$ cat src/rtl/core/lesf_pkg.sv
// Shared constants, register codes and pipeline types of the largest empty square finder.
package lesf_pkg;

  // Grid limits and derived index widths
  localparam int unsigned MAX_WIDTH  = 1024;
  localparam int unsigned MAX_HEIGHT = 1024;
  localparam int unsigned COL_W      = (MAX_WIDTH > 1) ? $clog2(MAX_WIDTH) : 1;
  localparam int unsigned ROW_W      = (MAX_HEIGHT > 1) ? $clog2(MAX_HEIGHT) : 1;

  // Fixed field widths
  localparam int unsigned DIM_W      = 11;
  localparam int unsigned CHAR_W     = 8;
  localparam int unsigned SCORE_W    = 11;
  localparam int unsigned POS_W      = 10;
  localparam int unsigned CFG_IDX_W  = 2;
  localparam int unsigned CFG_DATA_W = 11;

  localparam logic [CHAR_W-1:0] OBSTACLE_RESET = CHAR_W'(111);

  // Configuration register indexes
  typedef enum logic [CFG_IDX_W-1:0] {
    REG_GRID_WIDTH  = 2'd0,
    REG_GRID_HEIGHT = 2'd1,
    REG_OBSTACLE    = 2'd2
  } reg_idx_e;

  // Per-cell control passed from the scan stage to the score stage
  typedef struct packed {
    logic [COL_W-1:0] col;
    logic [ROW_W-1:0] row;
    logic             is_empty;  // cell is not an obstacle
    logic             on_border; // first row or first column
    logic             top_row;   // first row: no line store data
    logic             row_end;   // last cell of its row
    logic             last;      // last cell of the grid
    logic             hold;      // last cell of a one-cell grid
  } cell_ctl_t;

endpackage

$ cat src/rtl/core/lesf_intf.sv
// Handshake channel interfaces: cell input, result output, configuration write.
interface lesf_cell_if;
  logic                          valid;
  logic                          ready;
  logic [lesf_pkg::CHAR_W-1:0]   cell_char;
  modport source (output valid, output cell_char, input ready);
  modport sink   (input valid, input cell_char, output ready);
endinterface


interface lesf_cfg_if;
  logic                            valid;
  logic                            ready;
  logic [lesf_pkg::CFG_IDX_W-1:0]  index;
  logic [lesf_pkg::CFG_DATA_W-1:0] data;
  modport source (output valid, output index, output data, input ready);
  modport sink   (input valid, input index, input data, output ready);
endinterface

$ cat src/rtl/core/lesf_scan.sv
// Scan stage: configuration registers, raster counters and per-cell control.
module lesf_scan (
  input  logic                        clk_i,
  input  logic                        rst_ni,
  lesf_cfg_if.sink                    cfg_i,
  lesf_cell_if.sink                   cell_i,
  input  logic                        accept_ok_i,
  output logic                        acc_o,
  output logic                        restart_o,
  output lesf_pkg::cell_ctl_t         ctl_o
);

  logic [lesf_pkg::COL_W-1:0]  width_last_q, width_last_d;
  logic [lesf_pkg::ROW_W-1:0]  height_last_q, height_last_d;
  logic [lesf_pkg::CHAR_W-1:0] obstacle_q, obstacle_d;
  logic [lesf_pkg::COL_W-1:0]  col_q, col_d;
  logic [lesf_pkg::ROW_W-1:0]  row_q, row_d;
  logic                        cfg_hit;
  logic                        row_end;
  logic                        last;

  assign cfg_i.ready = 1'b1;
  assign cell_i.ready = accept_ok_i;
  assign acc_o = cell_i.valid && accept_ok_i;

  // Register writes; out-of-range dimensions are clamped, kept as last index
  always_comb begin
    width_last_d  = width_last_q;
    height_last_d = height_last_q;
    obstacle_d    = obstacle_q;
    cfg_hit       = 1'b0;
    if (cfg_i.valid) begin
      unique case (cfg_i.index)
        lesf_pkg::REG_GRID_WIDTH: begin
          cfg_hit = 1'b1;
          if (cfg_i.data == '0) begin
            width_last_d = '0;
          end else if (32'(cfg_i.data) > lesf_pkg::MAX_WIDTH) begin
            width_last_d = lesf_pkg::COL_W'(lesf_pkg::MAX_WIDTH - 1);
          end else begin
            width_last_d = lesf_pkg::COL_W'(cfg_i.data - 1'b1);
          end
        end
        lesf_pkg::REG_GRID_HEIGHT: begin
          cfg_hit = 1'b1;
          if (cfg_i.data == '0) begin
            height_last_d = '0;
          end else if (32'(cfg_i.data) > lesf_pkg::MAX_HEIGHT) begin
            height_last_d = lesf_pkg::ROW_W'(lesf_pkg::MAX_HEIGHT - 1);
          end else begin
            height_last_d = lesf_pkg::ROW_W'(cfg_i.data - 1'b1);
          end
        end
        lesf_pkg::REG_OBSTACLE: begin
          cfg_hit    = 1'b1;
          obstacle_d = cfg_i.data[lesf_pkg::CHAR_W-1:0];
        end
        default: begin
          cfg_hit = 1'b0;
        end
      endcase
    end
  end

  assign restart_o = cfg_hit;

  // Position flags of the current cell
  assign row_end = (col_q == width_last_q);
  assign last    = row_end && (row_q == height_last_q);

  always_comb begin
    ctl_o.col       = col_q;
    ctl_o.row       = row_q;
    ctl_o.is_empty  = (cell_i.cell_char != obstacle_q);
    ctl_o.on_border = (col_q == '0) || (row_q == '0);
    ctl_o.top_row   = (row_q == '0);
    ctl_o.row_end   = row_end;
    ctl_o.last      = last;
    ctl_o.hold      = last && (width_last_q == '0) && (height_last_q == '0);
  end

  // Raster counters
  always_comb begin
    col_d = col_q;
    row_d = row_q;
    if (cfg_hit) begin
      col_d = '0;
      row_d = '0;
    end else if (acc_o) begin
      if (last) begin
        col_d = '0;
        row_d = '0;
      end else if (row_end) begin
        col_d = '0;
        row_d = row_q + 1'b1;
      end else begin
        col_d = col_q + 1'b1;
      end
    end
  end

  always_ff @(posedge clk_i or negedge rst_ni) begin
    if (!rst_ni) begin
      width_last_q  <= '0;
      height_last_q <= '0;
      obstacle_q    <= lesf_pkg::OBSTACLE_RESET;
      col_q         <= '0;
      row_q         <= '0;
    end else begin
      width_last_q  <= width_last_d;
      height_last_q <= height_last_d;
      obstacle_q    <= obstacle_d;
      col_q         <= col_d;
      row_q         <= row_d;
    end
  end

endmodule

$ cat src/flat_wrapper.sv
// flat-port wrapper written by rule: the top's interface ports become plain ports
module lesf_scan_flat 
  (clk_i, rst_ni, accept_ok_i, acc_o, restart_o, ctl_o, cfg_i_valid, cfg_i_index, cfg_i_data, cfg_i_ready, cell_i_valid, cell_i_cell_char, cell_i_ready);
  lesf_cfg_if cfg_i_i ();
  lesf_cell_if cell_i_i ();
  input  logic clk_i;
  input  logic rst_ni;
  input  logic accept_ok_i;
  output logic acc_o;
  output logic restart_o;
  output lesf_pkg::cell_ctl_t ctl_o;
  input wire logic [$bits(cfg_i_i.valid)-1:0] cfg_i_valid;
  input wire logic [$bits(cfg_i_i.index)-1:0] cfg_i_index;
  input wire logic [$bits(cfg_i_i.data)-1:0] cfg_i_data;
  output wire logic [$bits(cfg_i_i.ready)-1:0] cfg_i_ready;
  input wire logic [$bits(cell_i_i.valid)-1:0] cell_i_valid;
  input wire logic [$bits(cell_i_i.cell_char)-1:0] cell_i_cell_char;
  output wire logic [$bits(cell_i_i.ready)-1:0] cell_i_ready;
  assign cfg_i_i.valid = cfg_i_valid;
  assign cfg_i_i.index = cfg_i_index;
  assign cfg_i_i.data = cfg_i_data;
  assign cfg_i_ready = cfg_i_i.ready;
  assign cell_i_i.valid = cell_i_valid;
  assign cell_i_i.cell_char = cell_i_cell_char;
  assign cell_i_ready = cell_i_i.ready;
  lesf_scan u_core (.clk_i(clk_i), .rst_ni(rst_ni), .cfg_i(cfg_i_i), .cell_i(cell_i_i), .accept_ok_i(accept_ok_i), .acc_o(acc_o), .restart_o(restart_o), .ctl_o(ctl_o));
endmodule
$ cat config.mk
export PLATFORM = sky130hd
export DESIGN_NAME = lesf_scan_flat
export DESIGN_NICKNAME = d
export VERILOG_FILES = /design/src/rtl/core/lesf_pkg.sv /design/src/rtl/core/lesf_intf.sv /design/src/rtl/core/lesf_scan.sv /design/src/flat_wrapper.sv
export SDC_FILE = /design/constraint.sdc
export NUM_CORES = 1
export LEC_CHECK = 0
export BUFFER_PORTS_ARGS = -buffer_cell sky130_fd_sc_hd__buf_2
export CAP_MARGIN = 0
export CORE_MARGIN = 2
export CORE_UTILIZATION = 33
export CTS_BUF_LIST = sky130_fd_sc_hd__clkbuf_4 sky130_fd_sc_hd__clkbuf_8
export CTS_CLUSTER_SIZE = 14
export DETAILED_ROUTE_END_ITERATION = 12
export SLEW_MARGIN = 25
export SYNTH_ARGS = -nofsm -noshare
export SYNTH_HDL_FRONTEND = slang
export SYNTH_SLANG_ARGS = --single-unit
$ cat constraint.sdc
create_clock -name clk_i -period 4.2 [get_ports clk_i]
set_clock_uncertainty 0.15 [all_clocks]
set_input_delay 0.84 -clock clk_i [delete_from_list [all_inputs] [get_ports clk_i]]
set_output_delay 0.84 -clock clk_i [all_outputs]
set_load 0.01 [all_outputs]
==> impl_metrics.toml <==
[final_layout]
antenna_cells = 0
synthToLayoutAreaGrowth_pct = 13.8
drive_gt1_frac = 0.303
fin_cells = 464
design_area_um2 = 3470
final_util = 0.381
final_nets = 383

[routing]
drt_pass1_iterations = 4
vias = 2408
wl_um = 7030
route.detailed.drc = 0
postRouteAntennaNets = 0
wire_per_inst_um = 15.1
via_per_inst = 5.19
drt_iter0_markers = 85

[pwr]
intPower_mw = 0.820
sw_frac_of_total = 0.302
vdd_drop_max_v = 0.000139
p_comb_frac = 0.195
power.total_mw = 1.17
p_clk_frac = 0.293
power_frac_seq = 0.512
power.density_nw_per_um2 = 338
p_leak_nw = 1.55
p_sw_mw = 0.355

[global_route]
grt_usage = 0.149
antenna_found_initial = 0
grt_pass1_vias = 2403
grt_max_degree = 49
grt_pass1_wl_um = 11900
overflow = 0

[floorplanning]
fp.dieH_um = 100
die-area_um2 = 10000
placementRows = 35
die_w_um = 100
coreArea_um2 = 9110
io_pins = 56
initial_core_util = 0.335

[cts]
post-cts-setup-buffers = 0
cts.sinks = 48
numCtsBuffers = 5
cts_tree = "done"
clk_latency_ns = 0.31
hold_buffers = 0
htree_num_levels = 2
clockBufferDepth = 2
path_clk_slew_ns = 0.10
cts_resized = 0
cts_root_buf = "clkbuf_8"

[setup_path]
crit_start = "u_core.row_q[2]$_DFFE_PN0P_"
critPathLaunchType = "flip-flop"
crit_path_max_fanout = 16
worst_ep_required_time_ns = 3.21
crit_type = "flip-flop to primary output"
cp-end-kind = "primary output"
timing.rr.start = "u_core.row_q[2]$_DFFE_PN0P_"
arrival_ns = 2.32

[synth]
synth_cell_types = 57
yosys_warnings = 0
seq_area_frac_synth = 0.396
synthArstFlopShare = 1.00
synth_fp_nets = 336
synth_edf_count = 0
ys_ff_latch = 48
postSynthCellCount = 305
syn_area_um2 = 3050
synth_ff_type = "dfrtp_1"
syn_area_per_cell_um2 = 10.0

[run]
drv_cap = 0

[run_status]
status = "completed"

[timing]
finalWorstSetupSlack_ns = 0.888
post-route-period-util = 0.789
tightestPinTransition_ns = 0.627
maxSlewHeadroom = 0.582
finalHoldViolCount = 0
drv_slew = 0
timing.hold.ws_ns = 0.343
tns_ns = 0
rsz0062_at_grt = "false"
setup_viol = 0
fmax_ghz = 0.302
fin_crit_ns = 3.31

[placement]
gp_congestion = 0.849
hpwl_um = 5360
portBuffers = 54
pre_cts_ws_ns = 1.24
place_area_um2 = 3360
dp.cells = 456

[min_path]
hold_path.class = "flip-flop to flip-flop"
min-delay-start = "u_core.obstacle_q[0]$_DFFE_PN1P_"
## power by group through the flow
| stage | Clock (mW) | Sequential, mW | Combinational, mW |
|---|---|---|---|
| 2_1_floorplan | 0 | 0.587 | 0.173 |
| 3_3_place_gp | 0 | 0.607 | 0.227 |
| 3_5_place_dp | 0 | 0.611 | 0.232 |
| 4_1_cts | 0.355 | 0.601 | 0.233 |
| 5_1_grt | 0.368 | 0.614 | 0.258 |
| 6_report | 0.344 | 0.602 | 0.229 |
## synthesized netlist by cell type (all sizes together), types with 7 or more instances
library cell	instances	area share
nor2	17	0.021
dfrtp	42	0.34
buf	12	0.031
nand4	9	0.027
xor2	30	0.086
nor3	7	0.015
a21oi	10	0.020
nand2	30	0.039
o21ai	17	0.028
mux2	12	0.044
nand3	11	0.020
xnor2	12	0.034
inv	13	0.016
nor4	16	0.049
## critical path: stages (launching register included)
cell and delay, ns:
dfrtp_1 0.51, xor2_1 0.19, nor4_2 0.29, nand4_2 0.48
nor4_4 0.37, buf_2 0.17
## sequential cells by signal, indices dropped and copies added (netlist names)
register              flops
u_core.col_q             10
u_core.height_last_q     10
u_core.obstacle_q         8
u_core.row_q             10
u_core.width_last_q      10
## final cells by class
cell class | instances | area (µm²)
fillers | 942 | 5640
multi-input cells | 229 | 1690
flip-flops and latches | 48 | 1210
repair buffers | 54 | 273
well taps | 111 | 139
clock buffers | 6 | 76.3
inverters | 14 | 53.8
clock inverters | 2 | 35.0
## logic make-up after synthesis
group	share of synthesized area
adders and majority gates	0.0205
other	0.00123
muxes	0.0508
and+or+nand+nor	0.225
xor gates and xnor gates	0.121
DFF	0.396
buffers and inverters	0.0508
AOI/OAI and AO/OA	0.135
## metal layers
metal  wire (µm)  track usage  up-vias
met4          51       0.0337        0
met3         348       0.0272        5
met1        3390        0.211     1161
met2        3240        0.239       65
li1            -            -     1177
met5           0            0        -
## worst paths after layout
kind                                                      endpoint  slack, ns  cells past startpoint
worst max-delay path                                      ctl_o[0]       0.89                      5
max in group asynchronous       u_core.width_last_q[4]$_DFFE_PN0P_       3.07                      1
worst max register to register         u_core.row_q[7]$_DFFE_PN0P_       1.92                      5
worst min register to register    u_core.obstacle_q[0]$_DFFE_PN1P_       0.34                      2
min in group asynchronous              u_core.row_q[5]$_DFFE_PN0P_       0.38                      1
worst min-delay path              u_core.obstacle_q[0]$_DFFE_PN1P_       0.34                      2
## cell usage in the layout, fill, tap and decap left out, types with 7 or more instances in the layout
cell	Yosys	final
buf_2	3	53
dfrtp_1	42	42
xor2_1	30	30
nand2_1	28	28
nor2_1	17	17
o21ai_0	17	17
inv_1	13	13
xnor2_1	12	12
mux2_2	12	12
nor4_1	11	11
nand3_1	10	10
a21oi_1	7	7
No activity file was read; power rests on OpenSTA's default activity.
