File: config.mk
export PLATFORM = sky130hd
export DESIGN_NAME = lesf_ram
export DESIGN_NICKNAME = d
export VERILOG_FILES = /design/src/rtl/core/lesf_ram.sv
export SDC_FILE = /design/constraint.sdc
export NUM_CORES = 1
export LEC_CHECK = 0
export ABC_AREA = 1
export BUFFER_PORTS_ARGS = -buffer_cell sky130_fd_sc_hd__buf_4
export CELL_PAD_IN_SITES_DETAIL_PLACEMENT = 0
export CELL_PAD_IN_SITES_GLOBAL_PLACEMENT = 1
export CORE_ASPECT_RATIO = 1.1
export CORE_MARGIN = 1
export CORE_UTILIZATION = 42
export DETAILED_ROUTE_END_ITERATION = 6
export GPL_TIMING_DRIVEN = 0
export HOLD_SLACK_MARGIN = 0.1
export PLACE_DENSITY = 0.78
export SKIP_CTS_REPAIR_TIMING = 1
export SLEW_MARGIN = 20
export SYNTH_ARGS = -nofsm -noshare
export SYNTH_HDL_FRONTEND = slang
export SYNTH_SLANG_ARGS = --single-unit
File: constraint.sdc
create_clock -name clk_i -period 2.6 [get_ports clk_i]
set_input_delay 0.26 -clock clk_i [delete_from_list [all_inputs] [get_ports clk_i]]
set_output_delay 0.26 -clock clk_i [all_outputs]
set_load 0.01 [all_outputs]
File: src/rtl/core/lesf_ram.sv
// Generic single-clock RAM, one write port and one registered read port.
module lesf_ram #(
  parameter int unsigned WIDTH = 8,
  parameter int unsigned DEPTH = 16
) (
  input  logic                                      clk_i,
  input  logic                                      we_i,
  input  logic [((DEPTH > 1) ? $clog2(DEPTH) : 1)-1:0] waddr_i,
  input  logic [WIDTH-1:0]                          wdata_i,
  input  logic                                      re_i,
  input  logic [((DEPTH > 1) ? $clog2(DEPTH) : 1)-1:0] raddr_i,
  output logic [WIDTH-1:0]                          rdata_o
);

  logic [WIDTH-1:0] mem_q [DEPTH];
  logic [WIDTH-1:0] rdata_q;

  // Write and registered read
  always_ff @(posedge clk_i) begin
    if (we_i) begin
      mem_q[waddr_i] <= wdata_i;
    end
    if (re_i) begin
      rdata_q <= mem_q[raddr_i];
    end
  end

  assign rdata_o = rdata_q;

endmodule

==> impl_results.html, run 1 <==
<table>
<tr><th>Metric</th><th>Value</th></tr>
<tr><th colspan="2">Floorplan</th></tr>
<tr><td>Placeable core region</td><td>around 13000 um2</td></tr>
<tr><td>Number of top-level pins</td><td>27</td></tr>
<tr><td>Height of the chip</td><td>around 130 um</td></tr>
<tr><td>Effective utilization at floorplan</td><td>0.437</td></tr>
<tr><td>Standard-cell row count</td><td>44</td></tr>
<tr><td>Full die area</td><td>about 14000 um2</td></tr>
<tr><td>X dimension of the die</td><td>114 um</td></tr>
<tr><th colspan="2">CTS</th></tr>
<tr><td>CTS Root Buffer Type</td><td>sky130_fd_sc_hd__clkbuf_16</td></tr>
<tr><td>H-Tree Depth</td><td>4</td></tr>
<tr><td>Source-to-sink clock delay at the later pin of the worst-skew pair</td><td>0.42 ns</td></tr>
<tr><td>Number of clock buffers inserted by TritonCTS</td><td>17</td></tr>
<tr><td>Num Clock Sinks</td><td>roughly 140</td></tr>
<tr><td>Number of buffers on the longest clock path</td><td>2</td></tr>
<tr><td>Worst-path clk slew</td><td>about 0.060 ns</td></tr>
<tr><td>TritonCTS clock tree</td><td>done</td></tr>
<tr><th colspan="2">Timing</th></tr>
<tr><td>Transition time at the pin with the least slew margin</td><td>about 0.94 ns</td></tr>
<tr><td>Final critical path time including I/O delays and setup</td><td>1.32 ns</td></tr>
<tr><td>Final worst-path setup slack</td><td>approximately 1.3 ns</td></tr>
<tr><td>Number of max-slew violations in the final report</td><td>0</td></tr>
<tr><td>Count of endpoints failing setup in the final report</td><td>0</td></tr>
<tr><td>Count of final hold-check violations</td><td>0</td></tr>
<tr><td>Max-slew headroom</td><td>0.368</td></tr>
<tr><td>RSZ-0062 raised after global routing</td><td>false</td></tr>
<tr><td>Worst-case clock skew</td><td>0.00376 ns</td></tr>
<tr><td>Final hold slack</td><td>approximately 0.11 ns</td></tr>
<tr><td>Maximum clock frequency</td><td>around 760 MHz</td></tr>
<tr><td>Final clock period utilization by the worst path</td><td>0.507</td></tr>
<tr><td>Total Negative Setup Slacks</td><td>0 ns</td></tr>
<tr><th colspan="2">Yosys</th></tr>
<tr><td>Number of enable-type register cells in the synthesized netlist</td><td>136</td></tr>
<tr><td>Fraction of synthesized cell area taken by the top area cell type</td><td>0.698</td></tr>
<tr><td>Mean instance size in the synthesized netlist</td><td>approximately 11 um2</td></tr>
<tr><td>Proportion of synthesized chip area in sequential cells</td><td>0.698</td></tr>
<tr><td>Post-synthesis cell area</td><td>approximately 5800 um2</td></tr>
<tr><td>Area leader, netlist</td><td>sky130_fd_sc_hd__edfxtp_1</td></tr>
<tr><td>Cell with the most instances after synthesis</td><td>sky130_fd_sc_hd__nand2_1</td></tr>
<tr><td>Distinct cell type count after synthesis</td><td>11</td></tr>
<tr><td>Most used standard cells in the synthesized netlist</td><td>sky130_fd_sc_hd__nand2_1 (173), sky130_fd_sc_hd__edfxtp_1 (136), sky130_fd_sc_hd__inv_1 (100)</td></tr>
<tr><td>Number of instances in the synthesized netlist</td><td>~550</td></tr>
<tr><td>Synthesis Warnings</td><td>0</td></tr>
<tr><td>Post-Syn Nets</td><td>between 500 and 600</td></tr>
<tr><td>Primary FF master, synth</td><td>sky130_fd_sc_hd__edfxtp_1</td></tr>
<tr><td>Proportion of register bits with asynchronous set or reset after synthesis</td><td>0</td></tr>
<tr><td>Top cells by area in the synthesized netlist</td><td>sky130_fd_sc_hd__edfxtp_1 (70%), sky130_fd_sc_hd__nand2_1 (11%), sky130_fd_sc_hd__nand3_1 (8.3%), sky130_fd_sc_hd__inv_1 (6.4%), sky130_fd_sc_hd__buf_6 (1.2%)</td></tr>
<tr><td>Synth Register Bits</td><td>around 140</td></tr>
<tr><th colspan="2">Setup path</th></tr>
<tr><td>Critical Path Slowest Stage Cell</td><td>sky130_fd_sc_hd__nor2_1</td></tr>
<tr><td>Req. time, crit path</td><td>~2.7 ns</td></tr>
<tr><td>CP startpoint</td><td>waddr_i[3]</td></tr>
<tr><td>Reg2Reg Capture Point</td><td>rdata_o[3]$_DFFE_PP_</td></tr>
<tr><td>CP endpoint kind</td><td>flip-flop</td></tr>
<tr><td>Slack of the worst reg-to-reg path</td><td>about 1.4 ns</td></tr>
<tr><td>Classification of the worst setup path</td><td>input port to flip-flop</td></tr>
<tr><td>Largest stage delay on the critical path</td><td>0.73 ns</td></tr>
<tr><td>Highest fanout seen on the critical path</td><td>8</td></tr>
<tr><td>FF-to-FF path depth</td><td>6</td></tr>
<tr><td>Worst setup endpoint</td><td>mem_q[7][2]$_DFFE_PP_</td></tr>
<tr><td>Sort of element at the start of the critical path</td><td>input port</td></tr>
<tr><td>Critical Path, Cell by Cell</td><td>buf_4, nand3b_1, nor2_1</td></tr>
<tr><td>Worst reg2reg startpoint</td><td>mem_q[1][3]$_DFFE_PP_</td></tr>
<tr><td>Endpoint arrival time on the critical path</td><td>approximately 1.4 ns</td></tr>
<tr><th colspan="2">Power and ir drop</th></tr>
<tr><td>Static leakage power</td><td>between 0.002 and 0.003 uW</td></tr>
<tr><td>Power per cell area</td><td>just over 800 nW/um2</td></tr>
<tr><td>Peak ir drop on the vdd network</td><td>roughly 0.00034 V</td></tr>
<tr><th colspan="2">Placed design</th></tr>
<tr><td>Post-place setup slack</td><td>roughly 0.9 ns</td></tr>
<tr><td># placed instances</td><td>758</td></tr>
<tr><td>Weighted congestion at the end of routability-driven global placement</td><td>around 0.85</td></tr>
<tr><td>Total of buffers placed on input and output ports</td><td>23</td></tr>
<tr><td>DP HPWL</td><td>between 9000 and 10000 um</td></tr>
<tr><th colspan="2">Final layout</th></tr>
<tr><td>Total number of nets in the final design</td><td>just over 600</td></tr>
<tr><td>Layout cell share with drive strength beyond 1</td><td>0.127</td></tr>
<tr><td>Register Area</td><td>roughly 4100 um2</td></tr>
<tr><td>Post-layout util</td><td>0.518</td></tr>
<tr><td>Layout area overhead</td><td>18.5%</td></tr>
<tr><td>Final Non-Filler Cells</td><td>790</td></tr>
<tr><td>Filler Cells Inserted</td><td>approximately 1200</td></tr>
<tr><td>Multi-input combinational cell area</td><td>~1200 um2</td></tr>
<tr><td>Number of diodes added for antenna fixing</td><td>0</td></tr>
<tr><th colspan="2">Global routing</th></tr>
<tr><td>Number of global-route vias before repair</td><td>~3800</td></tr>
<tr><td>Initial antenna violation count</td><td>0</td></tr>
<tr><td>Maximum number of pins on one net before global-route repair</td><td>17</td></tr>
<tr><td>Global route total overflow</td><td>0</td></tr>
<tr><td>Wire length of the first global-routing pass</td><td>21700 um</td></tr>
<tr><td>Overall Global Routing Usage</td><td>0.213</td></tr>
<tr><th colspan="2">Route</th></tr>
<tr><td>Final routed DRC violation total</td><td>0</td></tr>
<tr><td>Count of nets left with antenna violations after detail routing</td><td>0</td></tr>
<tr><td>Avg WL per Cell</td><td>17.6 um</td></tr>
<tr><td>Vias per cell</td><td>approximately 4.8</td></tr>
<tr><td>First-pass iteration count of the detailed router</td><td>7</td></tr>
<tr><td>Detailed-route via count</td><td>between 3000 and 4000</td></tr>
<tr><td>Number of DRC markers in iteration 0</td><td>around 330</td></tr>
<tr><td>Detailed-route wire length</td><td>~14000 um</td></tr>
<tr><th colspan="2">Status</th></tr>
<tr><td>Run status</td><td>finished clean</td></tr>
<tr><th colspan="2">Min path</th></tr>
<tr><td>Hold/Removal Path Class</td><td>input port to flip-flop</td></tr>
<tr><th colspan="2">Job</th></tr>
<tr><td>Number of maximum-capacitance constraint violations</td><td>0</td></tr>
</table>
## per-stage QoR
| stage | power [uW] | cell area [um2] |
|---|---|---|
| 2_1_floorplan | 2710 | 5850 |
| 3_3_place_gp | 2850 | 6250 |
| 3_5_place_dp | 2860 | 6250 |
| 4_1_cts | 5610 | 6930 |
| 5_1_grt | 5730 | 6930 |
| 6_report | 5590 | 6930 |
## cell families (layout without fill, tap and decap cells)
family                 after synthesis  in the layout  synth area share
buffers and inverters              126            181            0.0939
DFF                                136            136             0.698
and+or+nand+nor                    289            289             0.208
## worst max-delay path, delay by kind of cell
family                 cells  cell delay (ns)
and+or+nand+nor            2             0.98
buffers and inverters      1             0.12
## cells in the final DEF, fill, tap and decap left out
cell,instances
sky130_fd_sc_hd__bufinv_16,7
sky130_fd_sc_hd__buf_1,1
sky130_fd_sc_hd__buf_6,6
sky130_fd_sc_hd__nand2_1,173
sky130_fd_sc_hd__edfxtp_1,136
sky130_fd_sc_hd__inv_2,2
sky130_fd_sc_hd__inv_1,100
sky130_fd_sc_hd__nand3b_1,2
sky130_fd_sc_hd__clkinv_1,3
sky130_fd_sc_hd__clkinv_4,1
sky130_fd_sc_hd__nor2_1,17
sky130_fd_sc_hd__buf_2,13
sky130_fd_sc_hd__buf_4,27
sky130_fd_sc_hd__clkinvlp_4,2
sky130_fd_sc_hd__clkinv_2,2
sky130_fd_sc_hd__nand3_1,97
sky130_fd_sc_hd__clkbuf_16,17
## flip-flops by register name, indices dropped and copies added (netlist names)
register  cells
mem_q       128
rdata_o       8
## per-layer routing
layer	GRT usage	up-vias	routed length, um
met5	0	-	0
met4	0.0810	0	265
met3	0.0491	21	991
met2	0.335	163	6620
met1	0.288	1776	6060
li1	-	1865	-
## worst min-delay path by stage
| stage | from | end | cells after the start |
|---|---|---|---|
| 2_1_floorplan | wdata_i[0] | mem_q[0][0]$_DFFE_PP_ | 0 |
| 5_1_grt | re_i | rdata_o[3]$_DFFE_PP_ | 1 |
| 4_1_cts | re_i | rdata_o[2]$_DFFE_PP_ | 1 |
| 3_3_place_gp | re_i | rdata_o[3]$_DFFE_PP_ | 1 |
| 6_report | re_i | rdata_o[2]$_DFFE_PP_ | 1 |
| 3_5_place_dp | re_i | rdata_o[2]$_DFFE_PP_ | 1 |
## power by group
part	switching [uW]	internal, uW
Sequential	11.8	2470
Clock	893	1880
Combinational	230	104
## final cells by class
| type | count | share of cell area |
|---|---|---|
| well taps | 184 | 0.0332 |
| flip-flops and latches | 136 | 0.589 |
| clock inverters | 15 | 0.0368 |
| repair buffers | 23 | 0.0249 |
| multi-input cells | 289 | 0.175 |
| clock buffers | 17 | 0.0614 |
| plain buffers | 24 | 0.0240 |
| inverters | 102 | 0.0552 |
No activity file was read; power rests on OpenSTA's default activity.
==> inputs of run 2 (changes only) <==
- PLACE_DENSITY: 0.78 -> 0.8
- clock period: 2.6 -> 1.14 ns (I/O delays scaled with it)
==> impl_results.html, run 2 (synthesis results as in run 1) <==
<table>
<tr><th>Metric</th><th>Value</th></tr>
<tr><th colspan="2">Global routing</th></tr>
<tr><td>Overall Global Routing Usage</td><td>0.213 (about the same)</td></tr>
<tr><td>Wire length of the first global-routing pass</td><td>21800 um (+0.64%)</td></tr>
<tr><td>Initial antenna violation count</td><td>0 (unchanged)</td></tr>
<tr><td>Global route total overflow</td><td>0 (unchanged)</td></tr>
<tr><td>Number of global-route vias before repair</td><td>3793 (-0.86%)</td></tr>
<tr><td>Maximum number of pins on one net before global-route repair</td><td>17 (unchanged)</td></tr>
<tr><th colspan="2">Setup path</th></tr>
<tr><td>Highest fanout seen on the critical path</td><td>8 (unchanged)</td></tr>
<tr><td>Critical Path, Cell by Cell</td><td>buf_4, nand3b_1, nor2_1</td></tr>
<tr><td>Largest stage delay on the critical path</td><td>0.74 ns (about the same)</td></tr>
<tr><td>Req. time, crit path</td><td>1.17 ns (-1.48 ns)</td></tr>
<tr><td>Classification of the worst setup path</td><td>input port to flip-flop</td></tr>
<tr><td>Number of buffers and inverters on the critical path</td><td>1 (unchanged)</td></tr>
<tr><td>CP endpoint kind</td><td>flip-flop</td></tr>
<tr><td>Sort of element at the start of the critical path</td><td>input port</td></tr>
<tr><td>FF-to-FF path depth</td><td>6 (unchanged)</td></tr>
<tr><td>Kind of cell adding the most delay to the critical path</td><td>simple AND/OR/NAND/NOR gates</td></tr>
<tr><td>Endpoint arrival time on the critical path</td><td>1.19 ns (-0.17 ns)</td></tr>
<tr><td>Number of gates on the worst path with buffers counted</td><td>3 (unchanged)</td></tr>
<tr><td>Critical Path Slowest Stage Cell</td><td>sky130_fd_sc_hd__nor2_1</td></tr>
<tr><th colspan="2">Status</th></tr>
<tr><td>Run status</td><td>finished, violations left</td></tr>
<tr><td>Violated checks</td><td>negative setup slack</td></tr>
<tr><th colspan="2">Timing</th></tr>
<tr><td>Count of endpoints failing setup in the final report</td><td>24 (+24)</td></tr>
<tr><td>Number of max-slew violations in the final report</td><td>0 (unchanged)</td></tr>
<tr><td>Final worst-path setup slack</td><td>-0.0179 ns (-1.30 ns)</td></tr>
<tr><td>Final critical path time including I/O delays and setup</td><td>~1.2 ns</td></tr>
<tr><td>Maximum clock frequency</td><td>about 860 MHz</td></tr>
<tr><td>Final clock period utilization by the worst path</td><td>1.02</td></tr>
<tr><td>Transition time at the pin with the least slew margin</td><td>0.940 ns (-0.00438 ns)</td></tr>
<tr><td>RSZ-0062 raised after global routing</td><td>true</td></tr>
<tr><td>Max-slew headroom</td><td>0.371 (+0.00293)</td></tr>
<tr><td>Count of final hold-check violations</td><td>0 (unchanged)</td></tr>
<tr><td>Worst-case clock skew</td><td>0.00381 ns (+0.0000535 ns)</td></tr>
<tr><th colspan="2">Route</th></tr>
<tr><td>Detailed-route wire length</td><td>14300 um (+3.0%)</td></tr>
<tr><td>Final routed DRC violation total</td><td>0 (unchanged)</td></tr>
<tr><td>Avg WL per Cell</td><td>18.0 um (+2.2%)</td></tr>
<tr><td>Number of DRC markers in iteration 0</td><td>330 (+1.5%)</td></tr>
<tr><td>First-pass iteration count of the detailed router</td><td>5 (-2)</td></tr>
<tr><td>Highest routing layer actually used</td><td>met4</td></tr>
<tr><td>Met3 routed WL</td><td>870 um (-12%)</td></tr>
<tr><td>Count of nets left with antenna violations after detail routing</td><td>0 (unchanged)</td></tr>
<tr><td>Detailed-route via count</td><td>3905 (+2.1%)</td></tr>
<tr><td>Met2 wirelength from detailed routing</td><td>6990 um (+5.5%)</td></tr>
<tr><td>Wire length the detailed router placed on met1</td><td>6230 um (+2.9%)</td></tr>
<tr><td>Vias per cell</td><td>4.91 (+1.3%)</td></tr>
<tr><th colspan="2">Floorplan</th></tr>
<tr><td>Effective utilization at floorplan</td><td>0.437 (unchanged)</td></tr>
<tr><td>Height of the chip</td><td>126 um (unchanged)</td></tr>
<tr><td>Number of top-level pins</td><td>27 (unchanged)</td></tr>
<tr><td>Placeable core region</td><td>13400 um2 (unchanged)</td></tr>
<tr><td>Standard-cell row count</td><td>44 (unchanged)</td></tr>
<tr><td>Full die area</td><td>14400 um2 (unchanged)</td></tr>
<tr><td>X dimension of the die</td><td>114 um (unchanged)</td></tr>
<tr><th colspan="2">Min path</th></tr>
<tr><td>Worst Hold Depth</td><td>4 (+3)</td></tr>
<tr><td>Hold/Removal Path Class</td><td>input port to flip-flop</td></tr>
<tr><th colspan="2">CTS</th></tr>
<tr><td>TritonCTS clock tree</td><td>done</td></tr>
<tr><td>Number of clock buffers inserted by TritonCTS</td><td>17 (unchanged)</td></tr>
<tr><td>Num Clock Sinks</td><td>136 (unchanged)</td></tr>
<tr><td>CTS Root Buffer Type</td><td>sky130_fd_sc_hd__clkbuf_16</td></tr>
<tr><td>H-Tree Depth</td><td>4 (unchanged)</td></tr>
<tr><td>Source-to-sink clock delay at the later pin of the worst-skew pair</td><td>0.41 ns (about the same)</td></tr>
<tr><td>Number of buffers on the longest clock path</td><td>2 (unchanged)</td></tr>
<tr><td>Worst-path clk slew</td><td>0.05 ns (about the same)</td></tr>
<tr><th colspan="2">Final layout</th></tr>
<tr><td>Final design instance area without fill</td><td>7110 um2 (+2.6%)</td></tr>
<tr><td>Register containing the most flip-flops in the final layout</td><td>mem_q</td></tr>
<tr><td>Total number of nets in the final design</td><td>621 (+1.5%)</td></tr>
<tr><td>Flip-flop count of the largest register after layout</td><td>128 (unchanged)</td></tr>
<tr><td>Layout area overhead</td><td>21.7%</td></tr>
<tr><td>Register Area</td><td>4080 um2 (unchanged)</td></tr>
<tr><td>Commonest non-fill, non-tap cell in the layout</td><td>sky130_fd_sc_hd__nand2_1</td></tr>
<tr><td>Filler Cells Inserted</td><td>1176 (unchanged)</td></tr>
<tr><td>Number of diodes added for antenna fixing</td><td>0 (unchanged)</td></tr>
<tr><td>Layout cell share with drive strength beyond 1</td><td>0.203 (+0.0756)</td></tr>
<tr><td>Multi-input combinational cell area</td><td>1420 um2 (+17%)</td></tr>
<tr><td>Most frequent cells in the layout</td><td>sky130_fd_sc_hd__nand2_1 (166), sky130_fd_sc_hd__edfxtp_1 (136), sky130_fd_sc_hd__inv_1 (99), sky130_fd_sc_hd__nand3_1 (61), sky130_fd_sc_hd__nand3_2 (36)</td></tr>
<tr><th colspan="2">Power and ir drop</th></tr>
<tr><td>Power per cell area</td><td>1660 nW/um2 (+110%)</td></tr>
<tr><td>Peak ir drop on the vdd network</td><td>0.000869 V (+160%)</td></tr>
<tr><td>Pwr Total</td><td>11800 uW (+110%)</td></tr>
<tr><td>Static leakage power</td><td>0.00303 uW (+2.0%)</td></tr>
<tr><th colspan="2">Job</th></tr>
<tr><td>Number of maximum-capacitance constraint violations</td><td>0 (unchanged)</td></tr>
<tr><th colspan="2">Placed design</th></tr>
<tr><td>Total of buffers placed on input and output ports</td><td>23 (unchanged)</td></tr>
<tr><td>Cell area reported after detailed placement</td><td>6250 um2 (unchanged)</td></tr>
<tr><td>DP HPWL</td><td>9100 um (+0.35%)</td></tr>
<tr><td>Weighted congestion at the end of routability-driven global placement</td><td>0.876 (+3.4%)</td></tr>
</table>
==> run 2: layer usage <==
layer  global-route usage  vias to the layer above
met4               0.0825                        0
li1                     -                     1880
met5                    0                        -
met1                0.285                     1872
met2                0.333                      137
met3               0.0558                       16
==> run 2: path summary, 6_finish.rpt <==
| kind | endpoint | from | slack, ns |
|---|---|---|---|
| worst max register to register | rdata_o[5]$_DFFE_PP_ | mem_q[1][5]$_DFFE_PP_ | 0.02 |
| worst min register to register | rdata_o[5]$_DFFE_PP_ | mem_q[12][5]$_DFFE_PP_ | 0.78 |
| worst min-delay path | rdata_o[5]$_DFFE_PP_ | raddr_i[2] | 0.22 |
| worst max-delay path | mem_q[4][6]$_DFFE_PP_ | waddr_i[3] | -0.02 |
==> run 2: metrics by stage <==
step                      TNS (ns)  instances  setup slack [ns]  hold WS (ns)  utilization
after CTS                    -1.31        787           -0.0596       -0.0329        0.509
after global placement      -42.91        758            -0.430         0.388        0.467
final                       -0.336        796           -0.0179         0.219        0.532
after global routing         -2.76        796           -0.0983         0.237        0.532
after detailed placement    -47.40        758            -0.494         0.397        0.467
after floorplan                  0        551            0.0752         0.213            -
==> run 2: where the power goes <==
group,switching (uW),internal [uW],leakage (uW)
Clock,1940,3350,0.000273
Combinational,571,284,0.00152
Sequential,26.9,5640,0.00124
==> run 2: layout make-up <==
type,count,share of cell area
buffer,24,0.0236
timing repair buffer,32,0.0369
inverter,102,0.0538
sequential,136,0.574
multi-input combinational,289,0.200
clock buffer,17,0.0598
tap,184,0.0324
clock inverter,12,0.0192
==> run 2: tightest hold or removal path, cell delays in order <==
cell and delay, ns:
sky130_fd_sc_hd__buf_2 0.17, sky130_fd_sc_hd__nand3_2 0.10, sky130_fd_sc_hd__nand3_2 0.07, sky130_fd_sc_hd__nand2_2 0.07
