<file path="config.mk">
export PLATFORM = sky130hd
export DESIGN_NAME = lesf_score_flat
export DESIGN_NICKNAME = d
export VERILOG_FILES = /design/src/rtl/core/lesf_pkg.sv /design/src/rtl/core/lesf_intf.sv /design/src/rtl/core/lesf_score.sv /design/src/flat_wrapper.sv
export SDC_FILE = /design/constraint.sdc
export NUM_CORES = 1
export LEC_CHECK = 0
export BUFFER_PORTS_ARGS = -buffer_cell sky130_fd_sc_hd__buf_4
export CORE_UTILIZATION = 53
export CTS_BUF_LIST = sky130_fd_sc_hd__clkbuf_4 sky130_fd_sc_hd__clkbuf_8 sky130_fd_sc_hd__clkbuf_16
export DETAILED_ROUTE_END_ITERATION = 10
export PLACE_DENSITY_LB_ADDON = 0.05
export SYNTH_ARGS = -nofsm -noshare
export SYNTH_HDL_FRONTEND = slang
export SYNTH_SLANG_ARGS = --single-unit
</file>
<file path="constraint.sdc">
create_clock -name clk_i -period 7.9 [get_ports clk_i]
set_input_delay 0.79 -clock clk_i [delete_from_list [all_inputs] [get_ports clk_i]]
set_output_delay 0.79 -clock clk_i [all_outputs]
set_load 0.005 [all_outputs]
</file>
<file path="src/rtl/core/lesf_pkg.sv">
// Shared constants, register codes and pipeline types of the largest empty square finder.
package lesf_pkg;

  // Grid limits and derived index widths
  localparam int unsigned MAX_WIDTH  = 1024;
  localparam int unsigned MAX_HEIGHT = 1024;
  localparam int unsigned COL_W      = (MAX_WIDTH > 1) ? $clog2(MAX_WIDTH) : 1;
  localparam int unsigned ROW_W      = (MAX_HEIGHT > 1) ? $clog2(MAX_HEIGHT) : 1;

  // Fixed field widths
  localparam int unsigned DIM_W      = 11;
  localparam int unsigned CHAR_W     = 8;
  localparam int unsigned SCORE_W    = 11;
  localparam int unsigned POS_W      = 10;
  localparam int unsigned CFG_IDX_W  = 2;
  localparam int unsigned CFG_DATA_W = 11;

  localparam logic [CHAR_W-1:0] OBSTACLE_RESET = CHAR_W'(111);

  // Configuration register indexes
  typedef enum logic [CFG_IDX_W-1:0] {
    REG_GRID_WIDTH  = 2'd0,
    REG_GRID_HEIGHT = 2'd1,
    REG_OBSTACLE    = 2'd2
  } reg_idx_e;

  // Per-cell control passed from the scan stage to the score stage
  typedef struct packed {
    logic [COL_W-1:0] col;
    logic [ROW_W-1:0] row;
    logic             is_empty;  // cell is not an obstacle
    logic             on_border; // first row or first column
    logic             top_row;   // first row: no line store data
    logic             row_end;   // last cell of its row
    logic             last;      // last cell of the grid
    logic             hold;      // last cell of a one-cell grid
  } cell_ctl_t;

endpackage

</file>
<file path="src/rtl/core/lesf_intf.sv">


interface lesf_result_if;
  logic                          valid;
  logic                          ready;
  logic [lesf_pkg::SCORE_W-1:0]  best_size;
  logic [lesf_pkg::POS_W-1:0]    best_row;
  logic [lesf_pkg::POS_W-1:0]    best_col;
  modport source (output valid, output best_size, output best_row, output best_col,
                  input ready);
  modport sink   (input valid, input best_size, input best_row, input best_col,
                  output ready);
endinterface


</file>
<file path="src/rtl/core/lesf_score.sv">
// Score stage: square score from the line store, best tracking and result register.
module lesf_score (
  input  logic                          clk_i,
  input  logic                          rst_ni,
  input  logic                          acc_i,
  input  logic                          restart_i,
  input  lesf_pkg::cell_ctl_t           ctl_i,
  input  logic [lesf_pkg::SCORE_W-1:0]  rdata_i,
  output logic                          we_o,
  output logic [lesf_pkg::COL_W-1:0]    waddr_o,
  output logic [lesf_pkg::SCORE_W-1:0]  wdata_o,
  output logic                          accept_ok_o,
  lesf_result_if.source                 result_o
);

  lesf_pkg::cell_ctl_t          s1_q;
  logic                         s1_valid_q;
  logic                         fwd_q, fwd_d;
  logic [lesf_pkg::SCORE_W-1:0] fwd_data_q;
  logic [lesf_pkg::SCORE_W-1:0] left_q, left_d;
  logic [lesf_pkg::SCORE_W-1:0] diag_q, diag_d;
  logic [lesf_pkg::SCORE_W-1:0] max_size_q, max_size_d;
  logic [lesf_pkg::ROW_W-1:0]   max_row_q, max_row_d;
  logic [lesf_pkg::COL_W-1:0]   max_col_q, max_col_d;
  logic [lesf_pkg::SCORE_W-1:0] up;
  logic [lesf_pkg::SCORE_W-1:0] low;
  logic [lesf_pkg::SCORE_W-1:0] score;
  logic                         better;
  logic [lesf_pkg::ROW_W-1:0]   top_row;
  logic [lesf_pkg::COL_W-1:0]   left_col;
  logic                         out_valid_q, out_valid_d;
  logic [lesf_pkg::SCORE_W-1:0] out_size_q;
  logic [lesf_pkg::ROW_W-1:0]   out_row_q;
  logic [lesf_pkg::COL_W-1:0]   out_col_q;

  // Only a last cell waits for room in the result register; one-cell grids emit
  // every cell, so they also leave a gap behind each item
  assign accept_ok_o = !(ctl_i.last && out_valid_q && !result_o.ready) &&
                       !(s1_valid_q && s1_q.hold);

  // Score of the previous item, forwarded when it is written as this one reads
  assign fwd_d = acc_i && s1_valid_q && (s1_q.col == ctl_i.col);

  always_comb begin
    if (s1_q.top_row) begin
      up = '0;
    end else if (fwd_q) begin
      up = fwd_data_q;
    end else begin
      up = rdata_i;
    end
  end

  // Minimum of up, left and diagonal, plus one; zero for an obstacle, one on the border
  always_comb begin
    low = diag_q;
    if (up < low) begin
      low = up;
    end
    if (left_q < low) begin
      low = left_q;
    end
    priority if (!s1_q.is_empty) begin
      score = '0;
    end else if (s1_q.on_border) begin
      score = lesf_pkg::SCORE_W'(1);
    end else begin
      score = low + 1'b1;
    end
  end

  // Top-left corner of the square ending at this cell
  assign better   = score > max_size_q;
  assign top_row  = lesf_pkg::ROW_W'(32'(s1_q.row) + 32'd1 - 32'(score));
  assign left_col = lesf_pkg::COL_W'(32'(s1_q.col) + 32'd1 - 32'(score));

  // Line store write-back
  assign we_o    = s1_valid_q;
  assign waddr_o = s1_q.col;
  assign wdata_o = score;

  // Neighbor scores and best square
  always_comb begin
    left_d     = left_q;
    diag_d     = diag_q;
    max_size_d = max_size_q;
    max_row_d  = max_row_q;
    max_col_d  = max_col_q;
    if (better) begin
      max_size_d = score;
      max_row_d  = top_row;
      max_col_d  = left_col;
    end
    if (restart_i || (s1_valid_q && s1_q.last)) begin
      left_d     = '0;
      diag_d     = '0;
      max_size_d = '0;
      max_row_d  = '0;
      max_col_d  = '0;
    end else if (s1_valid_q) begin
      left_d = s1_q.row_end ? '0 : score;
      diag_d = s1_q.row_end ? '0 : up;
    end else begin
      max_size_d = max_size_q;
      max_row_d  = max_row_q;
      max_col_d  = max_col_q;
    end
  end

  // Result register
  always_comb begin
    out_valid_d = out_valid_q;
    if (result_o.ready) begin
      out_valid_d = 1'b0;
    end
    if (s1_valid_q && s1_q.last) begin
      out_valid_d = 1'b1;
    end
  end

  always_ff @(posedge clk_i or negedge rst_ni) begin
    if (!rst_ni) begin
      s1_valid_q  <= 1'b0;
      fwd_q       <= 1'b0;
      left_q      <= '0;
      diag_q      <= '0;
      max_size_q  <= '0;
      max_row_q   <= '0;
      max_col_q   <= '0;
      out_valid_q <= 1'b0;
    end else begin
      s1_valid_q  <= acc_i;
      fwd_q       <= fwd_d;
      left_q      <= left_d;
      diag_q      <= diag_d;
      max_size_q  <= max_size_d;
      max_row_q   <= max_row_d;
      max_col_q   <= max_col_d;
      out_valid_q <= out_valid_d;
    end
  end

  // Payload registers
  always_ff @(posedge clk_i) begin
    if (acc_i) begin
      s1_q <= ctl_i;
    end
    fwd_data_q <= score;
    if (s1_valid_q && s1_q.last) begin
      out_size_q <= better ? score : max_size_q;
      out_row_q  <= better ? top_row : max_row_q;
      out_col_q  <= better ? left_col : max_col_q;
    end
  end

  assign result_o.valid     = out_valid_q;
  assign result_o.best_size = out_size_q;
  assign result_o.best_row  = lesf_pkg::POS_W'(out_row_q);
  assign result_o.best_col  = lesf_pkg::POS_W'(out_col_q);

endmodule

</file>
<file path="src/flat_wrapper.sv">
// flat-port wrapper written by rule: the top's interface ports become plain ports
module lesf_score_flat 
  (clk_i, rst_ni, acc_i, restart_i, ctl_i, rdata_i, we_o, waddr_o, wdata_o, accept_ok_o, result_o_valid, result_o_best_size, result_o_best_row, result_o_best_col, result_o_ready);
  lesf_result_if result_o_i ();
  input  logic clk_i;
  input  logic rst_ni;
  input  logic acc_i;
  input  logic restart_i;
  input  lesf_pkg::cell_ctl_t ctl_i;
  input  logic [lesf_pkg::SCORE_W-1:0] rdata_i;
  output logic we_o;
  output logic [lesf_pkg::COL_W-1:0] waddr_o;
  output logic [lesf_pkg::SCORE_W-1:0] wdata_o;
  output logic accept_ok_o;
  output wire logic [$bits(result_o_i.valid)-1:0] result_o_valid;
  output wire logic [$bits(result_o_i.best_size)-1:0] result_o_best_size;
  output wire logic [$bits(result_o_i.best_row)-1:0] result_o_best_row;
  output wire logic [$bits(result_o_i.best_col)-1:0] result_o_best_col;
  input wire logic [$bits(result_o_i.ready)-1:0] result_o_ready;
  assign result_o_valid = result_o_i.valid;
  assign result_o_best_size = result_o_i.best_size;
  assign result_o_best_row = result_o_i.best_row;
  assign result_o_best_col = result_o_i.best_col;
  assign result_o_i.ready = result_o_ready;
  lesf_score u_core (.clk_i(clk_i), .rst_ni(rst_ni), .acc_i(acc_i), .restart_i(restart_i), .ctl_i(ctl_i), .rdata_i(rdata_i), .we_o(we_o), .waddr_o(waddr_o), .wdata_o(wdata_o), .accept_ok_o(accept_ok_o), .result_o(result_o_i));
endmodule
</file>
==> results of run 1 <==
## cells by family (layout without fill, tap and decap cells)
family          count (synthesis)  in the layout  share of synthesized area
xor+xnor                       39             39                     0.0481
mux                            45             45                     0.0695
simple gates                  139            139                     0.0940
buf+inv                        76            225                     0.0481
flops                         124            124                      0.470
compound gates                150            150                      0.149
fa+ha+maj                      68             68                      0.122
## final timing paths
path | startpoint | to | depth (start not counted) | slack (ns)
setup / recovery | u_core.fwd_q | u_core.result_o.best_col[0] | 31 | 0.32
hold / removal | rst_ni | u_core.diag_q[6] | 1 | 0.43
setup reg to reg | u_core.fwd_q | u_core.result_o.best_col[0] | 31 | 0.32
hold reg to reg | u_core.max_col_q[9] | u_core.max_col_q[9] | 2 | 0.49
max in group asynchronous | rst_ni | u_core.fwd_q | 1 | 6.88
min in group clk_i | u_core.max_col_q[9] | u_core.max_col_q[9] | 2 | 0.49
## sequential cells by signal (all words and copies together), names as in the netlist
signal                     cells
u_core.max_size_q             11
u_core.result_o.best_row      10
u_core.result_o.valid          1
u_core.we_o                    1
u_core.diag_q                 11
u_core.max_row_q              10
u_core.s1_q                   16
u_core.result_o.best_col      10
u_core.max_col_q              10
u_core.waddr_o                10
u_core.result_o.best_size     11
u_core.fwd_q                   1
u_core.left_q                 11
u_core.fwd_data_q             11
## cell type report
cell class,count,area (µm²),share of cell area
Clock inverter,13,141,0.0157
Multi-Input combinational cell,441,3540,0.394
Inverter,44,165,0.0184
Timing Repair Buffer,149,1160,0.129
Sequential cell,124,3330,0.371
Tap cell,172,215,0.0239
Clock buffer,19,440,0.0490
## routing by layer
metal / track usage / vias to the layer above / share of wire
li1: - / 2606 / -
met1: 0.349 / 2723 / 0.42
met2: 0.482 / 170 / 0.51
met3: 0.0499 / 37 / 0.042
met4: 0.123 / 0 / 0.030
met5: 0 / - / 0
## cells in the final DEF (no fill, tap or decap), types with 6 or more instances in the layout
master	n
mux2i_1	18
buf_4	145
o21ai_0	15
nand4_1	7
a21oi_1	24
edfxtp_1	57
nand3_1	9
nor3_1	6
dfrtp_1	55
o21ai_1	20
nand2_1	45
clkbuf_16	17
mux2_2	20
a22o_1	38
inv_1	44
a21o_1	14
dfxtp_1	11
nor2_2	6
xor2_1	10
nand2b_1	6
xnor2_1	29
ha_1	61
nor2_1	36
## repair_timing
item / in CTS / in global routing
setup endpoints to repair: 0 / 61
buffers inserted: 0 / 14
hold buffers: 0 / 0
gates resized for setup: 0 / 25
## stage by stage
| step | cell area (µm²) | hold slack, ns | utilization | cells | setup TNS (ns) |
|---|---|---|---|---|---|
| 2_1_floorplan | 7100 | 0.455 | - | 641 | 0 |
| 3_3_place_gp | 8200 | 0.468 | 0.640 | 916 | 0 |
| 3_5_place_dp | 8200 | 0.481 | 0.640 | 916 | -0.267 |
| 4_1_cts | 8780 | 0.482 | 0.685 | 948 | 0 |
| 5_1_grt | 8990 | 0.494 | 0.701 | 962 | -0.231 |
| 6_report | 8990 | 0.426 | 0.701 | 962 | 0 |
## power by group through the flow
stage	sequential, mW	clock, mW	combinational, mW
3_3_place_gp	0.803	0	0.666
4_1_cts	0.792	0.787	0.690
5_1_grt	0.797	0.817	0.786
2_1_floorplan	0.795	0	0.424
6_report	0.791	0.782	0.722
3_5_place_dp	0.804	0	0.679
==> impl_metrics.tcl, run 1 <==
set metrics [dict create \
    status "complete, no violations" \
    timing.fmax_mhz 132 \
    worstPathArrival_ns 7.74 \
    post-synth-top-area-fraction 0.241 \
    ys_ff_latch 124 \
    fin_skew_ns 0.0135 \
    path_max_fanout 9 \
    cts_tree "built" \
    synth-edff-count 57 \
    gr-total-overflow 0 \
    yosysWarnings 0 \
    syn_area_um2 7100 \
    fin_crit_sh 0.960 \
    initial_core_util 0.553 \
    diodes 0 \
    dieWidth_um 118 \
    synthFlopType "edfxtp_1" \
    p_total_mw 2.29 \
    vias_per_cell 5.75 \
    max_slew_margin 0.289 \
    yosys-top-cells-area "edfxtp_1, dfrtp_1, ha_1, a22o_1, xnor2_1" \
    vias 5536 \
    critPathLaunchType "flop" \
    io-pin-count 97 \
    drive_gt1_frac 0.297 \
    seq_area_frac_synth 0.470 \
    p_sw_frac 0.312 \
    p_leak_nw 3.97 \
    synth.avg_cell_area_um2 11.1 \
    drtIter0Drc 303 \
    p_int_mw 1.58 \
    die_area_um2 13900 \
    insertion_delay_ns 0.42 \
    io_buffer_count 96 \
    fp.coreArea_um2 12800 \
    antenna_found_initial 0 \
    synth_commonest_cells "ha_1, edfxtp_1, dfrtp_1" \
    syn_nets 750 \
    vdd_ir_drop_max_v 0.000177 \
    synth_cell_types 61 \
    grt.total_usage 0.282 \
    hpwl_um 13600 \
    fillerInstances 966 \
    critPathTopFamily "compound AO/OA/AOI/OAI gates" \
    grt_start_max_net_pins 57 \
    dp_slack_ns -0.0640 \
    cts_root_buf "clkbuf_16" \
    wirelength_um 19000 \
    drc_errors 0 \
    critPathKind "flop to flop" \
    pwr-share-seq 0.345 \
    synthArstFlopShare 0.452 \
    nets 886 \
    slowest_stage "a2111o_1" \
    antenna_left 0 \
    crit_buf_inv 5 \
    clk_pin_slew_ns 0.06 \
    synth_largest_area_cell "edfxtp_1" \
    drtPass1Iterations 5 \
    gp_congestion 0.876 \
    end_kind "flop" \
    grt_pass1_vias 5562 \
    clock_sinks 124 \
    max_slew.worst_pin.slew_ns 1.06 \
    rows 41 \
    route.detailed.wl_per_inst_um 19.8 \
    switching_power_uw 715 \
    period_needed_ns 7.58 \
    slew_violations 0 \
    final_hold_viol_count 0 \
    comb_power_share 0.315 \
    synth_most_common_cell "ha_1" \
    cap_viol_max_count 0 \
    dieHeight_um 118 \
    setup_viol 0 \
    clockBufferDepth 2 \
    grt_pass1_wl_um 29700 \
    clockPowerShare 0.341 \
    power.density_nw_per_um2 255 \
    synth_cells 641 \
    min_path_type "primary input to async pin" \
    critPathMaxStageDelay_ns 0.47 \
    syn2layout_area_growth_pct 26.7 \
    cts_buffers 17 \
    required_ns 8.06 \
    cts_max_level 4 \
    worst_slack_ns 0.318 \
]
No activity file was read; power rests on OpenSTA's default activity.
==> run 2: changes to the inputs <==
- CAP_MARGIN: default -> 20
- CTS_BUF_LIST: sky130_fd_sc_hd__clkbuf_4 sky130_fd_sc_hd__clkbuf_8 sky130_fd_sc_hd__clkbuf_16 -> sky130_fd_sc_hd__clkbuf_16
- CTS_CLUSTER_DIAMETER: default -> 40
==> run 2 against run 1 <==
- utilization fell by 0.058 points
- total power fell by 0.47%
- routed wire length fell by 0.34%
- first-iteration DRC count is 13% higher
- sequential share of layout area barely moved
- clock power fell by 2%
- critical path type unchanged
- largest power group unchanged
==> impl_metrics.tcl, run 2 (same netlist as run 1, synthesis figures left out) <==
set metrics [dict create \
    setup_viol 0 \
    dpl.cell_count 916 \
    die_area_um2 13900 \
    io-pin-count 97 \
    slowest_stage "a2111o_1" \
    min_path_type "primary input to async pin" \
    required_ns 8.06 \
    fillerInstances 970 \
    rows 41 \
    worst_slack_ns 0.318 \
    hpwl_um 13600 \
    final_hold_viol_count 0 \
    drtIter0Drc 341 \
    clk_pin_slew_ns 0.06 \
    period_needed_ns 7.58 \
    mostFrequentLayoutCell "buf_4" \
    drive_gt1_frac 0.295 \
    antenna_left 0 \
    final_core_util 0.700 \
    critPathMaxStageDelay_ns 0.47 \
    regArea_um2 3330 \
    cap_viol_max_count 0 \
    vias_per_cell 5.73 \
    nets 886 \
    clock_sinks 124 \
    status "complete, no violations" \
    grt.total_usage 0.282 \
    fin_crit_sh 0.960 \
    power.density_nw_per_um2 254 \
    io_buffer_count 96 \
    cts_max_level 4 \
    antenna_found_initial 0 \
    initial_core_util 0.553 \
    slew_violations 0 \
    diodes 0 \
    critPathLaunchType "flop" \
    largest_register_ffs 16 \
    syn2layout_area_growth_pct 26.6 \
    insertion_delay_ns 0.42 \
    grt_start_max_net_pins 57 \
    fin_skew_ns 0.0136 \
    setup-tns-final_ns 0 \
    grt_pass1_vias 5562 \
    vdd_ir_drop_max_v 0.000173 \
    dp_slack_ns -0.0640 \
    drc_errors 0 \
    gr-total-overflow 0 \
    vias 5514 \
    route.detailed.wl_per_inst_um 19.7 \
    max_slew.worst_pin.slew_ns 1.05 \
    timing.fmax_mhz 132 \
    max_slew_margin 0.296 \
    p_leak_nw 3.97 \
    cts_buffers 17 \
    multi_input_area_um2 3540 \
    fp.coreArea_um2 12800 \
    gp_congestion 0.876 \
    dieHeight_um 118 \
    grt_pass1_wl_um 29700 \
    wirelength_um 19000 \
    path_max_fanout 9 \
    drtPass1Iterations 5 \
    largest-register "u_core.s1_q" \
    critPathKind "flop to flop" \
    end_kind "flop" \
    cts_root_buf "clkbuf_16" \
    worstPathArrival_ns 7.74 \
    clockBufferDepth 2 \
    instances_no_fill 962 \
    rr_startpoint "u_core.fwd_q" \
    crit_start "u_core.fwd_q" \
    dieWidth_um 118 \
    final_cell_mix "buf_4, ha_1, edfxtp_1, dfrtp_1, inv_1" \
    holdBufCountCts 0 \
    cts_tree "built" \
]
-- run 2: cell types whose count changed in the layout (fill, tap and decap cells not counted), sizes merged --
cell / previous run / this run
inv: 47 / 49
clkbuf: 20 / 18
-- run 2: final cells by class --
| cell class | instances | area share |
|---|---|---|
| inverter | 44 | 0.0184 |
| clock inverter | 15 | 0.0166 |
| multi-input combinational | 441 | 0.394 |
| timing repair buffer | 149 | 0.129 |
| tap | 172 | 0.0240 |
| clock buffer | 17 | 0.0474 |
| sequential | 124 | 0.371 |
-- run 2: timing repair --
action | 4_1_cts | 5_1_grt
endpoints found under the setup margin | 0 | 61
resized for setup | 0 | 25
buffers inserted | 0 | 14
-- run 2: per-layer routing --
| layer | GRT usage | share of wire |
|---|---|---|
| met1 | 0.350 | 0.42 |
| met2 | 0.481 | 0.51 |
| met3 | 0.0499 | 0.047 |
| met4 | 0.123 | 0.029 |
| met5 | 0 | 0 |
-- run 2: worst paths after layout --
| check | to | slack (ns) | cells past startpoint |
|---|---|---|---|
| setup / recovery | u_core.result_o.best_col[0] | 0.32 | 31 |
| setup reg to reg | u_core.result_o.best_col[0] | 0.32 | 31 |
| hold / removal | u_core.diag_q[6] | 0.43 | 1 |
| max in group asynchronous | u_core.fwd_q | 6.88 | 1 |
| hold reg to reg | u_core.max_col_q[9] | 0.49 | 2 |
| min in group clk_i | u_core.max_col_q[9] | 0.49 | 2 |
-- run 2: critical path, delay by kind of cell, from the launching register on --
| kind | cells | cell delay [ns] |
|---|---|---|
| XOR/XNOR | 1 | 0.08 |
| AND/OR/NAND/NOR | 6 | 1.03 |
| adder cells (fa/ha/maj) | 3 | 0.83 |
| AO/OA/AOI/OAI | 10 | 2.35 |
| multiplexers | 6 | 1.74 |
| buffers and inverters | 5 | 0.87 |
| flip-flops | 1 | 0.42 |
-- run 2: report_power, final --
group,internal (mW),total (mW),switching [mW]
sequential,0.759,0.791,0.0326
clock,0.464,0.770,0.307
combinational,0.347,0.722,0.375
-- run 2: metrics by stage --
stage               total power, mW  hold slack, ns  cell area [µm²]
floorplan                      1.22           0.455             7100
global placement               1.47           0.468             8200
detailed placement             1.48           0.481             8200
CTS                            2.26           0.482             8780
global route                   2.39           0.493             8980
finish                         2.28           0.434             8980
==> run 3: changes to the inputs <==
--- a/constraint.sdc
+++ b/constraint.sdc
@@ -3,2 +3,2 @@
 set_output_delay 0.79 -clock clk_i [all_outputs]
-set_load 0.005 [all_outputs]
+set_load 0.05 [all_outputs]
==> run 3 against run 2 <==
- first-iteration DRC count rose by 18%
- register-to-register slack gained 0.07 ns
- via count is 0.82% lower
- final cell count shrank 0.62%
- non-clock buffer count is 7 lower
- count of clock-buffer cells in the layout did not move
- worst hold slack gained 0.0055 ns
- sequential cell count stayed put
- critical path depth grew 4
- clock skew is 0.0051 ns lower
- setup slack improved by 0.073 ns
- critical path type unchanged
==> impl_metrics.tcl, run 3 (same netlist as run 1, synthesis figures left out) <==
set metrics [dict create \
    status "complete, no violations" \
    syn2layout_area_growth_pct 25.9 \
    dieWidth_um 118 \
    drtIter0Drc 401 \
    worstPathArrival_ns 7.66 \
    hpwl_um 13800 \
    cts_max_level 4 \
    final_core_util 0.697 \
    cts_buffers 17 \
    critPathLaunchType "flop" \
    fp.coreArea_um2 12800 \
    io-pin-count 97 \
    drive_gt1_frac 0.292 \
    drc_errors 0 \
    grt.total_usage 0.284 \
    slowest_stage "dfrtp_2" \
    wirelength_um 18700 \
    critPathKind "flop to flop" \
    gr-total-overflow 0 \
    worst_slack_ns 0.391 \
    slew_violations 0 \
    antenna_left 0 \
    drtPass1Iterations 6 \
    rr_startpoint "u_core.fwd_q" \
    path_depth 35 \
    cts_root_buf "clkbuf_16" \
    mostFrequentLayoutCell "buf_4" \
    clk_pin_slew_ns 0.06 \
    largest-register "u_core.s1_q" \
    r2r_slack_ns 0.39 \
    critPathTopFamily "compound AO/OA/AOI/OAI gates" \
    rows 41 \
    dp_slack_ns -0.111 \
    grt_pass1_wl_um 30000 \
    crit_start "u_core.fwd_q" \
    fin_skew_ns 0.00852 \
    end_kind "flop" \
    required_ns 8.05 \
    max_slew.worst_pin.slew_ns 0.804 \
    holdBufCountCts 0 \
    fillerInstances 980 \
    grt_start_max_net_pins 57 \
    power.density_nw_per_um2 270 \
    route.detailed.wl_per_inst_um 19.5 \
    io_buffer_count 96 \
    crit_buf_inv 4 \
    largest_register_ffs 16 \
    antenna_found_initial 0 \
    cts_tree "built" \
    gp_congestion 0.902 \
    timing.fmax_mhz 133 \
    nets 880 \
    vias 5469 \
    reg2reg_depth 35 \
    clockBufferDepth 2 \
    design_area_um2 8930 \
    setup_viol 0 \
    diodes 0 \
    die_area_um2 13900 \
    rsz0062_at_grt "true" \
    vdd_ir_drop_max_v 0.000233 \
    critPathMaxStageDelay_ns 0.50 \
    final_cell_mix "buf_4, ha_1, edfxtp_1, dfrtp_1, nand2_1" \
    fin_crit_sh 0.951 \
    vias_per_cell 5.72 \
    reg2reg_to "u_core.result_o.best_row[9]" \
    dpl_cell_area_um2 8180 \
    max_slew_margin 0.464 \
    insertion_delay_ns 0.42 \
    grt_pass1_vias 5638 \
    p_leak_nw 3.94 \
    final_hold_viol_count 0 \
    cap_viol_max_count 0 \
    path_max_fanout 8 \
    period_needed_ns 7.51 \
    initial_core_util 0.553 \
    clock_sinks 124 \
    p_total_mw 2.41 \
    dieHeight_um 118 \
    min_path_type "primary input to async pin" \
]
run 3: stage by stage:
stage	cells	TNS, ns	hold WS, ns
after floorplan	641	0	0.455
after global placement	912	-0.0167	0.467
after detailed placement	912	-0.111	0.480
after CTS	944	0	0.484
after global routing	956	-0.665	0.492
final	956	0	0.440
run 3: repair_timing:
action,in CTS,in global routing
buffers inserted,0,11
pin swaps,0,5
setup endpoints to repair,1,61
gates cloned,0,1
resized for setup,1,21
run 3: where the power goes:
group          total [mW]  switching (mW)  internal [mW]
logic               0.861           0.497          0.364
registers           0.792          0.0338          0.759
clock network       0.761           0.298          0.463
total                2.41           0.829           1.59
run 3: area by class of cell:
class                           instances  area (µm²)  share of cell area
Clock buffer                           17         425              0.0476
Clock inverter                         15         146              0.0164
Inverter                               44         165              0.0185
Multi-Input combinational cell        442        3560               0.398
Sequential cell                       124        3330               0.373
Tap cell                              172         215              0.0241
Timing Repair Buffer                  142        1090               0.122
run 3: worst max path at each step:
stage                                        endpoint
after floorplan                   u_core.max_col_q[0]
after global placement    u_core.result_o.best_row[9]
after CTS                 u_core.result_o.best_row[9]
final                     u_core.result_o.best_row[9]
after global routing      u_core.result_o.best_row[9]
after detailed placement  u_core.result_o.best_row[9]
run 3: metal layers:
layer,vias to the layer above,share of wire,global-route usage
li1,2601,-,-
met4,0,0.021,0.0954
met1,2678,0.42,0.354
met5,-,0,0
met2,162,0.51,0.489
met3,28,0.046,0.0581
run 3: worst register-to-register path, delay by kind of cell (launching register included):
family | cells | cell delay [ns]
AND/OR/NAND/NOR | 5 | 0.66
XOR/XNOR | 3 | 0.54
adder cells (fa/ha/maj) | 5 | 1.48
buffers and inverters | 4 | 0.52
flip-flops | 1 | 0.50
AO/OA/AOI/OAI | 16 | 2.92
multiplexers | 2 | 0.65
